<file path="src/hw/rtl/lgpi_pkg.sv">
// ----------------------------------------------------------------------------
// lgpi_pkg: shared types and constants of the layered grid interpolator
// Grid geometry, store layouts, codes, channel payloads and the
// controller/datapath command and status structs.
// ----------------------------------------------------------------------------
package lgpi_pkg;

	// Grid and store geometry
	localparam int GRID_COLUMNS      = 105;
	localparam int GRID_ROWS         = 42;
	localparam int LAYER_STORE_DEPTH = 32768;
	localparam int MAX_LAYERS        = 16;

	localparam int NODE_COUNT = (GRID_COLUMNS + 1) * (GRID_ROWS + 1);
	localparam int NODE_AW    = $clog2(NODE_COUNT);
	localparam int LAYER_AW   = $clog2(LAYER_STORE_DEPTH);
	localparam int NODE_W     = 24 + 5 + LAYER_AW;
	localparam int LAYER_W    = 72;

	// One cell is 250 m in 1/256 m units
	localparam int CELL_SIZE = 64000;
	localparam int SPAN_X    = GRID_COLUMNS * CELL_SIZE;
	localparam int SPAN_Y    = GRID_ROWS * CELL_SIZE;

	// Reciprocals: ceil(2^30/125) and ceil(2^30/5)
	localparam logic [23:0] RECIP125 = 24'd8589935;
	localparam logic [27:0] RECIP5   = 28'd214748365;

	// Fallback values: 1000 m/s, 2000 m/s, 2200 kg/m^3
	localparam logic [23:0] FALLBACK_VS  = 24'd256000;
	localparam logic [23:0] FALLBACK_VP  = 24'd512000;
	localparam logic [23:0] FALLBACK_RHO = 24'd563200;

	// Function codes
	localparam logic [1:0] FUNC_NODE  = 2'd0;
	localparam logic [1:0] FUNC_LAYER = 2'd1;
	localparam logic [1:0] FUNC_QUERY = 2'd2;

	// Query status codes
	localparam logic [1:0] QS_ABOVE    = 2'd0;
	localparam logic [1:0] QS_OUTSIDE  = 2'd1;
	localparam logic [1:0] QS_INTERP   = 2'd2;
	localparam logic [1:0] QS_FALLBACK = 2'd3;

	// Register indexes
	localparam logic [2:0] REG_ORIGIN_X = 3'd0;
	localparam logic [2:0] REG_ORIGIN_Y = 3'd1;
	localparam logic [2:0] REG_DEPTH    = 3'd2;
	localparam logic [2:0] REG_OUT_VS   = 3'd3;
	localparam logic [2:0] REG_OUT_VP   = 3'd4;
	localparam logic [2:0] REG_OUT_RHO  = 3'd5;

	typedef struct packed {
		logic        [1:0]  func;
		logic        [14:0] entry_index;
		logic        [31:0] pos_x;
		logic        [31:0] pos_y;
		logic signed [23:0] pos_z;
		logic signed [23:0] node_elevation;
		logic        [4:0]  node_layer_count;
		logic        [15:0] node_first_layer;
		logic        [23:0] layer_shear_velocity;
		logic        [23:0] layer_density;
		logic        [23:0] layer_thickness;
	} in_item_t;

	typedef struct packed {
		logic [23:0] shear_velocity;
		logic [23:0] pressure_velocity;
		logic [23:0] density;
		logic [1:0]  query_status;
	} out_item_t;

	typedef struct packed {
		logic [31:0] origin_x;
		logic [31:0] origin_y;
		logic [22:0] depth_limit;
		logic [23:0] out_vs;
		logic [23:0] out_vp;
		logic [23:0] out_rho;
	} cfg_t;

	typedef enum logic [3:0] {
		ST_IDLE, ST_DECODE, ST_LOC2, ST_LOC3, ST_LOC4, ST_NODE_RD, ST_NODE_LAT,
		ST_MAC_E, ST_ZCORR, ST_WALK_START, ST_WALK_CHK, ST_VP1, ST_VP2,
		ST_MAC_V, ST_FINAL, ST_OUT
	} ctrl_state_t;

	typedef enum logic [4:0] {
		OP_NONE, OP_LOAD, OP_WRITE, OP_LOC1, OP_LOC2, OP_LOC3, OP_LOC4,
		OP_NODE_RD, OP_NODE_LAT, OP_MAC, OP_ZCORR, OP_WALK_START, OP_WALK_CHK,
		OP_NOLAYER, OP_VP1, OP_VP2, OP_FINAL, OP_OUT
	} dp_op_t;

	typedef enum logic [1:0] {
		MAC_ELEV, MAC_VS, MAC_VP, MAC_RHO
	} mac_sel_t;

	typedef struct packed {
		dp_op_t     op;
		logic [1:0] corner;
		mac_sel_t   mac_sel;
		logic       mac_hi;
		logic [1:0] kind;
	} dp_cmd_t;

	typedef struct packed {
		logic [1:0] func;
		logic       above;
		logic       outside;
		logic       cnt_zero;
		logic       match;
		logic       last_layer;
		logic       out_busy;
	} dp_status_t;

	// floor(t/125) for t < 2^23
	function automatic logic [16:0] div125(input logic [22:0] t);
		logic [46:0] p;
		p = 47'(t) * 47'(RECIP125);
		return p[46:30];
	endfunction

endpackage

</file>
<file path="src/hw/rtl/lgpi_ctrl.sv">
// ----------------------------------------------------------------------------
// lgpi_ctrl: transaction sequencer
// Steps each query through locate, elevation pass, per-corner layer walk and
// result formation, and each store write, by issuing commands to the datapath.
// ----------------------------------------------------------------------------
module lgpi_ctrl (
	input  logic               clk,
	input  logic               arst_n,
	input  logic               in_valid,
	output logic               in_ready,
	input  lgpi_pkg::dp_status_t status,
	output lgpi_pkg::dp_cmd_t    cmd
);
	import lgpi_pkg::*;

	ctrl_state_t state_q, state_d;
	logic [1:0]  corner_q, corner_d;
	logic [2:0]  mac_cnt_q, mac_cnt_d;
	logic [1:0]  kind_q, kind_d;

	// State and counters
	always_ff @(posedge clk or negedge arst_n) begin
		if (!arst_n) begin
			state_q   <= ST_IDLE;
			corner_q  <= 2'd0;
			mac_cnt_q <= 3'd0;
			kind_q    <= QS_ABOVE;
		end else begin
			state_q   <= state_d;
			corner_q  <= corner_d;
			mac_cnt_q <= mac_cnt_d;
			kind_q    <= kind_d;
		end
	end

	// Next state and commands
	always_comb begin
		state_d     = state_q;
		corner_d    = corner_q;
		mac_cnt_d   = mac_cnt_q;
		kind_d      = kind_q;
		in_ready    = 1'b0;
		cmd.op      = OP_NONE;
		cmd.corner  = corner_q;
		cmd.mac_sel = MAC_ELEV;
		cmd.mac_hi  = mac_cnt_q[0];
		cmd.kind    = kind_q;
		case (state_q)
			ST_IDLE: begin
				in_ready = 1'b1;
				if (in_valid) begin
					cmd.op  = OP_LOAD;
					state_d = ST_DECODE;
				end
			end
			ST_DECODE: begin
				if (status.func == FUNC_NODE || status.func == FUNC_LAYER) begin
					cmd.op  = OP_WRITE;
					state_d = ST_IDLE;
				end else if (status.func == FUNC_QUERY) begin
					cmd.op  = OP_LOC1;
					state_d = ST_LOC2;
				end else begin
					state_d = ST_IDLE;
				end
			end
			ST_LOC2: begin
				cmd.op = OP_LOC2;
				if (status.above) begin
					kind_d  = QS_ABOVE;
					state_d = ST_OUT;
				end else if (status.outside) begin
					kind_d  = QS_OUTSIDE;
					state_d = ST_OUT;
				end else begin
					kind_d  = QS_INTERP;
					state_d = ST_LOC3;
				end
			end
			ST_LOC3: begin
				cmd.op  = OP_LOC3;
				state_d = ST_LOC4;
			end
			ST_LOC4: begin
				cmd.op   = OP_LOC4;
				corner_d = 2'd0;
				state_d  = ST_NODE_RD;
			end
			ST_NODE_RD: begin
				cmd.op  = OP_NODE_RD;
				state_d = ST_NODE_LAT;
			end
			ST_NODE_LAT: begin
				cmd.op    = OP_NODE_LAT;
				mac_cnt_d = 3'd0;
				state_d   = ST_MAC_E;
			end
			// Elevation: low then high half of the corner weight
			ST_MAC_E: begin
				cmd.op    = OP_MAC;
				mac_cnt_d = mac_cnt_q + 3'd1;
				if (mac_cnt_q[0]) begin
					corner_d = corner_q + 2'd1;
					state_d  = (corner_q == 2'd3) ? ST_ZCORR : ST_NODE_RD;
				end
			end
			ST_ZCORR: begin
				cmd.op   = OP_ZCORR;
				corner_d = 2'd0;
				state_d  = ST_WALK_START;
			end
			ST_WALK_START: begin
				mac_cnt_d = 3'd0;
				if (status.cnt_zero) begin
					cmd.op  = OP_NOLAYER;
					state_d = ST_MAC_V;
				end else begin
					cmd.op  = OP_WALK_START;
					state_d = ST_WALK_CHK;
				end
			end
			// One layer per cycle; next read is issued speculatively
			ST_WALK_CHK: begin
				cmd.op = OP_WALK_CHK;
				if (status.match) begin
					state_d = ST_VP1;
				end else if (status.last_layer) begin
					state_d = ST_MAC_V;
				end
			end
			ST_VP1: begin
				cmd.op  = OP_VP1;
				state_d = ST_VP2;
			end
			ST_VP2: begin
				cmd.op  = OP_VP2;
				state_d = ST_MAC_V;
			end
			// vs, vp, rho: two halves each
			ST_MAC_V: begin
				cmd.op      = OP_MAC;
				cmd.mac_sel = mac_sel_t'(mac_cnt_q[2:1] + 2'd1);
				mac_cnt_d   = mac_cnt_q + 3'd1;
				if (mac_cnt_q == 3'd5) begin
					corner_d = corner_q + 2'd1;
					state_d  = (corner_q == 2'd3) ? ST_FINAL : ST_WALK_START;
				end
			end
			ST_FINAL: begin
				cmd.op  = OP_FINAL;
				state_d = ST_OUT;
			end
			ST_OUT: begin
				if (!status.out_busy) begin
					cmd.op  = OP_OUT;
					state_d = ST_IDLE;
				end
			end
			default: begin
				state_d = ST_IDLE;
			end
		endcase
	end

endmodule

</file>
<file path="config.mk">
export PLATFORM = sky130hd
export DESIGN_NAME = lgpi_ctrl
export DESIGN_NICKNAME = d
export VERILOG_FILES = /design/src/hw/rtl/lgpi_pkg.sv /design/src/hw/rtl/lgpi_ctrl.sv
export SDC_FILE = /design/constraint.sdc
export NUM_CORES = 1
export LEC_CHECK = 0
export ABC_AREA = 0
export BUFFER_PORTS_ARGS = -buffer_cell sky130_fd_sc_hd__clkbuf_2
export CAP_MARGIN = 20
export CELL_PAD_IN_SITES_DETAIL_PLACEMENT = 0
export CELL_PAD_IN_SITES_GLOBAL_PLACEMENT = 1
export CORE_ASPECT_RATIO = 1.1
export CORE_MARGIN = 2
export CORE_UTILIZATION = 41
export CTS_CLUSTER_SIZE = 16
export DETAILED_ROUTE_END_ITERATION = 8
export GPL_TIMING_DRIVEN = 1
export PLACE_DENSITY = 0.8
export SLEW_MARGIN = 25
export SYNTH_ARGS = -nofsm -noshare
export SYNTH_HDL_FRONTEND = slang
export SYNTH_SLANG_ARGS = --single-unit
</file>
<file path="constraint.sdc">
create_clock -name clk -period 4.22 [get_ports clk]
set_input_delay 0.211 -clock clk [delete_from_list [all_inputs] [get_ports clk]]
set_output_delay 0.211 -clock clk [all_outputs]
set_load 0.01 [all_outputs]
</file>
==> results of run 1 <==
==> cells by family (layout without fill, tap and decap cells) <==
group / count (synthesis) / after routing
AO/OA/AOI/OAI: 41 / 41
adder cells (fa/ha/maj): 4 / 4
flip-flops: 11 / 11
multiplexers: 5 / 5
XOR/XNOR: 3 / 3
buffers and inverters: 17 / 35
AND/OR/NAND/NOR: 49 / 49
==> routing by layer <==
layer  wire length, µm  up-vias  part of all wire  global-route usage
met5                 0        -                 0                   0
met4                51        0             0.022              0.0789
met3               127        5             0.054              0.0215
met2              1090       34              0.46               0.255
met1              1080      436              0.46               0.268
li1                  -      502                 -                   -
==> metrics by stage <==
| step | area, µm² | setup slack [ns] | utilization | cells |
|---|---|---|---|---|
| global placement | 1110 | 2.25 | 0.485 | 173 |
| CTS | 1150 | 1.99 | 0.501 | 178 |
| global route | 1150 | 1.79 | 0.501 | 178 |
| detailed placement | 1110 | 2.19 | 0.485 | 173 |
| finish | 1150 | 1.99 | 0.501 | 178 |
| floorplan | 1010 | 2.58 | - | 130 |
==> final timing paths <==
check / from / to / slack, ns / cells past startpoint
min reg2reg: kind_q[1] / kind_q[1] / 0.52 / 1
max reg2reg: state_q[1] / state_q[2] / 2.19 / 4
min in group asynchronous: arst_n / state_q[3] / 0.35 / 2
max: state_q[2] / cmd[7] / 1.99 / 5
min: status[4] / kind_q[0] / 0.20 / 3
max in group asynchronous: arst_n / mac_cnt_q[0] / 3.64 / 2
==> worst reg2reg max path, stage by stage (launching register included) <==
cell and delay, ns:
sky130_fd_sc_hd__dfrtp_1 0.71, sky130_fd_sc_hd__nand2b_1 0.23, sky130_fd_sc_hd__or4_4 0.55, sky130_fd_sc_hd__nand3_4 0.13, sky130_fd_sc_hd__mux2_4 0.30
==> state kept, by name, indices dropped and copies added (netlist names) <==
| register | cells |
|---|---|
| state_q | 4 |
| corner_q | 2 |
| kind_q | 2 |
| mac_cnt_q | 3 |
==> layout make-up <==
type	count	area, µm²	area share
clock buffer	4	26.3	0.0229
multi-input combinational	102	659	0.573
inverter	7	26.3	0.0229
sequential	11	275	0.239
timing repair buffer	24	125	0.109
tap	30	37.5	0.0326
==> where the power goes <==
| group | internal (mW) | leakage (nW) | total (mW) | switching, mW |
|---|---|---|---|---|
| logic | 0.229 | 0.360 | 0.480 | 0.251 |
| registers | 0.148 | 0.141 | 0.288 | 0.140 |
| clock network | 0.0367 | 0.0150 | 0.0754 | 0.0387 |
==> Yosys cell counts, types with 2 or more instances <==
master	count	area share
sky130_fd_sc_hd__a21oi_1	9	0.044
sky130_fd_sc_hd__a22oi_1	2	0.015
sky130_fd_sc_hd__a31oi_1	3	0.019
sky130_fd_sc_hd__a32oi_1	2	0.017
sky130_fd_sc_hd__and2_1	3	0.019
sky130_fd_sc_hd__buf_2	6	0.030
sky130_fd_sc_hd__buf_4	2	0.015
sky130_fd_sc_hd__dfrtp_1	11	0.27
sky130_fd_sc_hd__ha_1	4	0.049
sky130_fd_sc_hd__inv_1	7	0.026
sky130_fd_sc_hd__mux2_2	2	0.022
sky130_fd_sc_hd__mux2i_1	2	0.020
sky130_fd_sc_hd__nand2_1	12	0.044
sky130_fd_sc_hd__nand2b_1	3	0.019
sky130_fd_sc_hd__nand3_1	2	0.0099
sky130_fd_sc_hd__nor2_1	12	0.044
sky130_fd_sc_hd__nor2b_1	6	0.037
sky130_fd_sc_hd__nor3_1	3	0.015
sky130_fd_sc_hd__o211ai_1	3	0.022
sky130_fd_sc_hd__o21ai_0	12	0.059
sky130_fd_sc_hd__o21ai_1	2	0.0099
sky130_fd_sc_hd__o22ai_1	4	0.025
sky130_fd_sc_hd__o31ai_1	2	0.015
sky130_fd_sc_hd__xnor2_1	3	0.026
==> what timing repair did <==
item | in CTS | in global routing
hold buffers | 1 | 0
hold endpoints to repair | 11 | 0
resized for setup | 0 | 0
==> impl_metrics.tcl, run 1 <==
set metrics [dict create \
    finalMaxSlewViolations 0 \
    synth_seq_cells 11 \
    tritoncts_clock_tree "yes" \
    initial_utilization 0.441 \
    power_density_nw_per_um2 733 \
    mappedNetlistNets 145 \
    endpoint_kind "primary output" \
    yosys_warnings 0 \
    vdd.ir_drop.worst_v 0.000346 \
    timing.critical_path.buf_inv 2 \
    worst_ep_required_time_ns 4.01 \
    syn_to_final_growth_pct 13.5 \
    rsz_0062_raised_after_global_routing "false" \
    die_w_um 51.4 \
    synth.yosys.seq_area_share 0.272 \
    cts_sinks 11 \
    number_of_global_route_vias_before_repair 853 \
    power.static_leakage_nw 0.516 \
    hold_viol 0 \
    ios 24 \
    wl_final_mm 2.35 \
    post_route_worst_hold_slack_ns 0.200 \
    placement_rows 18 \
    yosys.area_share.adder 0.0494 \
    initial_detailed_routing_violation_count 27 \
    synth-edff-count 0 \
    timing.critical_path.fanout_max 25 \
    max-clock-path-buffers 2 \
    drcViolationCount 0 \
    critPathTopFamily "flip-flops" \
    worst_ep_arrival_ns 2.01 \
    max_freq_ghz 0.449 \
    cp_slowest_stage_delay_ns 0.86 \
    grt_util_all_layers 0.180 \
    critical_path.startpoint_type "flip-flop" \
    die_span_in_y_um 56.1 \
    die-area_um2 2890 \
    number_of_setup_buffers_added_after_cts 0 \
    drive_gt1_frac 0.230 \
    detailroute.via_count 977 \
    synthCells 130 \
    cts_h_tree_depth 1 \
    path_class "flip-flop to primary output" \
    wire_length_of_the_first_global_routing_pass_mm 4.00 \
    slowest_stage "sky130_fd_sc_hd__dfrtp_1" \
    max_cap_viol_count 0 \
    period_share 0.527 \
    synth-compound-area-share 0.249 \
    wire_per_inst_um 13.2 \
    dominant_synthesized_flop_cell "sky130_fd_sc_hd__dfrtp_1" \
    totalNegativeSetupSlack_ns 0 \
    series_of_cell_instances_along_the_critical_path "inv_1 > o21ai_0 > a21oi_1 > a22oi_1 > clkbuf_2" \
    number_of_port_buffers 23 \
    asyncSetResetFlopFracSynth 1.00 \
    outcome "finished, final reports clean" \
    timing_worst_slew_pin_value_ns 0.787 \
    antenna_cells_inserted 0 \
    globalRouteOverflowTotal 0 \
    syn-cell-area_um2 1010 \
    ys_types 37 \
    worst_slew_margin_rel 0.475 \
    clock_skew_ns 0.000852 \
    design.final.nets 164 \
    avgViaCountPerCell 5.49 \
    dominant_combinational_cell_family_by_area_after_synthesis "simple AND/OR/NAND/NOR gates" \
    synth_xor_xnor_area_share 0.0259 \
    syn_area_per_cell_um2 7.80 \
    core-area_um2 2300 \
    place_congestion 0.892 \
    post_synth_and_or_nand_nor_area_fraction 0.269 \
    maximum_number_of_pins_on_one_net_before_global_route_repair 26 \
    worstHoldPathType "input port to flip-flop" \
    number_of_buffers_created_by_cts 3 \
    dr.pass1.iters 4 \
    report.final.setup_viol 0 \
    clk_latency_ns 0.28 \
    highest_count_cells_in_the_layout_ignoring_fill_and_taps "sky130_fd_sc_hd__clkbuf_2 (23), sky130_fd_sc_hd__nand2_1 (12), sky130_fd_sc_hd__nor2_1 (12), sky130_fd_sc_hd__o21ai_0 (12), sky130_fd_sc_hd__dfrtp_1 (11)" \
    commonest_non_fill_non_tap_cell_in_the_layout "sky130_fd_sc_hd__clkbuf_2" \
    synth.mux.area_fraction 0.0568 \
    antenna_violations_before_repair 0 \
    nFillCells 253 \
    drtAntennaViolNets 0 \
    totalPowerFinal_mw 0.843 \
    post-dp-hpwl_mm 1.75 \
    clock-root-buffer "sky130_fd_sc_hd__clkbuf_4" \
    period_needed_ns 2.23 \
    cts.clk_slew.worst_paths_ns 0.07 \
]
Power figures use the tool's default switching activity.
==> run 2: changes to the inputs <==
- CORE_UTILIZATION: 41 -> 34
- PLACE_DENSITY: 0.8 -> 0.7
- clock period: 4.22 -> 1.9 ns (I/O delays scaled with it)
==> run 2 against run 1 <==
Net effect: clock skew about the same; routed wire length increased by 24%; worst setup slack got worse by 1.9 ns; critical path depth increased by 2; largest cell class unchanged; largest power group unchanged; highest routed layer unchanged.
==> impl_metrics.tcl, run 2 (synthesis results as in run 1) <==
set metrics [dict create \
    outcome "finished, final reports clean" \
    worstHoldPathType "input port to flip-flop" \
    post-dp-hpwl_mm 2.21 \
    power.static_leakage_nw 0.566 \
    drcViolationCount 0 \
    number_of_buffers_created_by_cts 3 \
    die_span_in_y_um 61.3 \
    post_route_worst_hold_slack_ns 0.0812 \
    avgViaCountPerCell 5.60 \
    antenna_cells_inserted 0 \
    place_congestion 0.851 \
    design.final.nets 176 \
    slowest_stage "sky130_fd_sc_hd__dfrtp_1" \
    path_class "flip-flop to primary output" \
    rr_worst_depth 4 \
    series_of_cell_instances_along_the_critical_path "buf_4 > clkinvlp_4 > a21oi_1 > nor2_1 > a21oi_1 > a22oi_1 > clkbuf_2" \
    cp_slowest_stage_delay_ns 0.49 \
    hold_viol 0 \
    cts.clk_slew.worst_paths_ns 0.08 \
    wire_length_of_the_first_global_routing_pass_mm 4.77 \
    timing_worst_slew_pin_value_ns 0.404 \
    max-clock-path-buffers 2 \
    worst_ep_arrival_ns 1.71 \
    clock-root-buffer "sky130_fd_sc_hd__clkbuf_4" \
    max_cap_viol_count 0 \
    cts_sinks 11 \
    report.final.setup_viol 0 \
    commonest_non_fill_non_tap_cell_in_the_layout "sky130_fd_sc_hd__clkbuf_2" \
    number_of_flip_flops_in_the_largest_register 4 \
    clock_skew_ns 0.000919 \
    grt_util_all_layers 0.179 \
    wl_final_mm 2.92 \
    syn_to_final_growth_pct 23.7 \
    timing.critical_path.fanout_max 9 \
    largest_register "state_q" \
    nFillCells 305 \
    vdd.ir_drop.worst_v 0.000824 \
    initial_utilization 0.362 \
    power_density_nw_per_um2 1720 \
    antenna_violations_before_repair 0 \
    period_share 0.950 \
    die-area_um2 3430 \
    maximum_number_of_pins_on_one_net_before_global_route_repair 20 \
    number_of_port_buffers 23 \
    tritoncts_clock_tree "yes" \
    highest_count_cells_in_the_layout_ignoring_fill_and_taps "sky130_fd_sc_hd__clkbuf_2 (23), sky130_fd_sc_hd__nand2_1 (12), sky130_fd_sc_hd__nor2_1 (12), sky130_fd_sc_hd__o21ai_0 (12), sky130_fd_sc_hd__buf_4 (12)" \
    finalWorstSetupSlack_ns 0.0944 \
    path_common_cell "sky130_fd_sc_hd__a21oi_1" \
    min_delay_path_depth 3 \
    die_w_um 56.1 \
    placement_rows 20 \
    clk_latency_ns 0.28 \
    dp_worst_setup_slack_ns 0.139 \
    dr.pass1.iters 4 \
    critical_path.startpoint_type "flip-flop" \
    drive_gt1_frac 0.313 \
    period_needed_ns 1.81 \
    detailroute.via_count 1080 \
    worst_ep_required_time_ns 1.80 \
    cts_h_tree_depth 1 \
    reg.largest.list "state_q (4), mac_cnt_q (3)" \
    worst_slew_margin_rel 0.728 \
    wire_per_inst_um 15.1 \
    initial_detailed_routing_violation_count 28 \
    core-area_um2 2800 \
    globalRouteOverflowTotal 0 \
    finalMaxSlewViolations 0 \
    max_freq_ghz 0.554 \
    number_of_global_route_vias_before_repair 1015 \
    endpoint_kind "primary output" \
    drtAntennaViolNets 0 \
    ios 24 \
]
## run 2: changes by cell type in the layout (fill, tap and decap cells not counted), sizes merged
cell	change
clkinvlp	+2
buf	+12
inv	-2
## run 2: final cells by class
cell class                 count  area [µm²]  share of cell area
clock buffer                   4        26.3              0.0210
inverter                       7        33.8              0.0269
multi-input combinational    102         659               0.526
sequential                    11         278               0.222
tap                           33        41.3              0.0329
timing repair buffer          36         215               0.172
## run 2: stage by stage
step | instances | cell area (µm²) | TNS, ns | utilization | total power [mW]
4_1_cts | 188 | 1210 | 0 | 0.431 | 2.05
6_report | 193 | 1250 | 0 | 0.447 | 2.15
3_5_place_dp | 183 | 1170 | 0 | 0.417 | 1.87
3_3_place_gp | 183 | 1170 | 0 | 0.417 | 1.84
2_1_floorplan | 130 | 1010 | 0 | - | 1.46
5_1_grt | 193 | 1250 | -0.000806 | 0.447 | 2.34
## run 2: worst paths after layout
path,end,slack (ns),start
min in group asynchronous,state_q[0],0.23,arst_n
max,cmd[7],0.09,state_q[1]
min reg2reg,kind_q[1],0.53,kind_q[1]
min,kind_q[0],0.08,status[4]
max reg2reg,state_q[2],0.14,state_q[1]
max in group asynchronous,state_q[3],1.43,arst_n
## run 2: critical path, delay by kind of cell (launching register included)
kind / cells / cell delay (ns)
AOI/OAI and AO/OA: 3 / 0.36
buffers and inverters: 3 / 0.52
DFF: 1 / 0.49
and+or+nand+nor: 1 / 0.06
## run 2: repair_timing
| action | 4_1_cts | 5_1_grt |
|---|---|---|
| buffers inserted | 0 | 5 |
| setup endpoints to repair | 1 | 4 |
| endpoints found under the hold margin | 11 | 0 |
| hold buffers | 1 | 0 |
| gates resized for setup | 1 | 3 |
## run 2: power breakdown
| group | switching, mW | leakage, nW | internal, mW |
|---|---|---|---|
| logic | 0.831 | 0.412 | 0.665 |
| clock network | 0.0935 | 0.0150 | 0.0815 |
| registers | 0.143 | 0.139 | 0.337 |
## run 2: routing by layer
layer / routed length (µm) / track usage / part of all wire
met1: 1330 / 0.227 / 0.45
met3: 113 / 0.0105 / 0.039
met2: 1420 / 0.321 / 0.49
met5: 0 / 0 / 0
met4: 58 / 0.0782 / 0.020
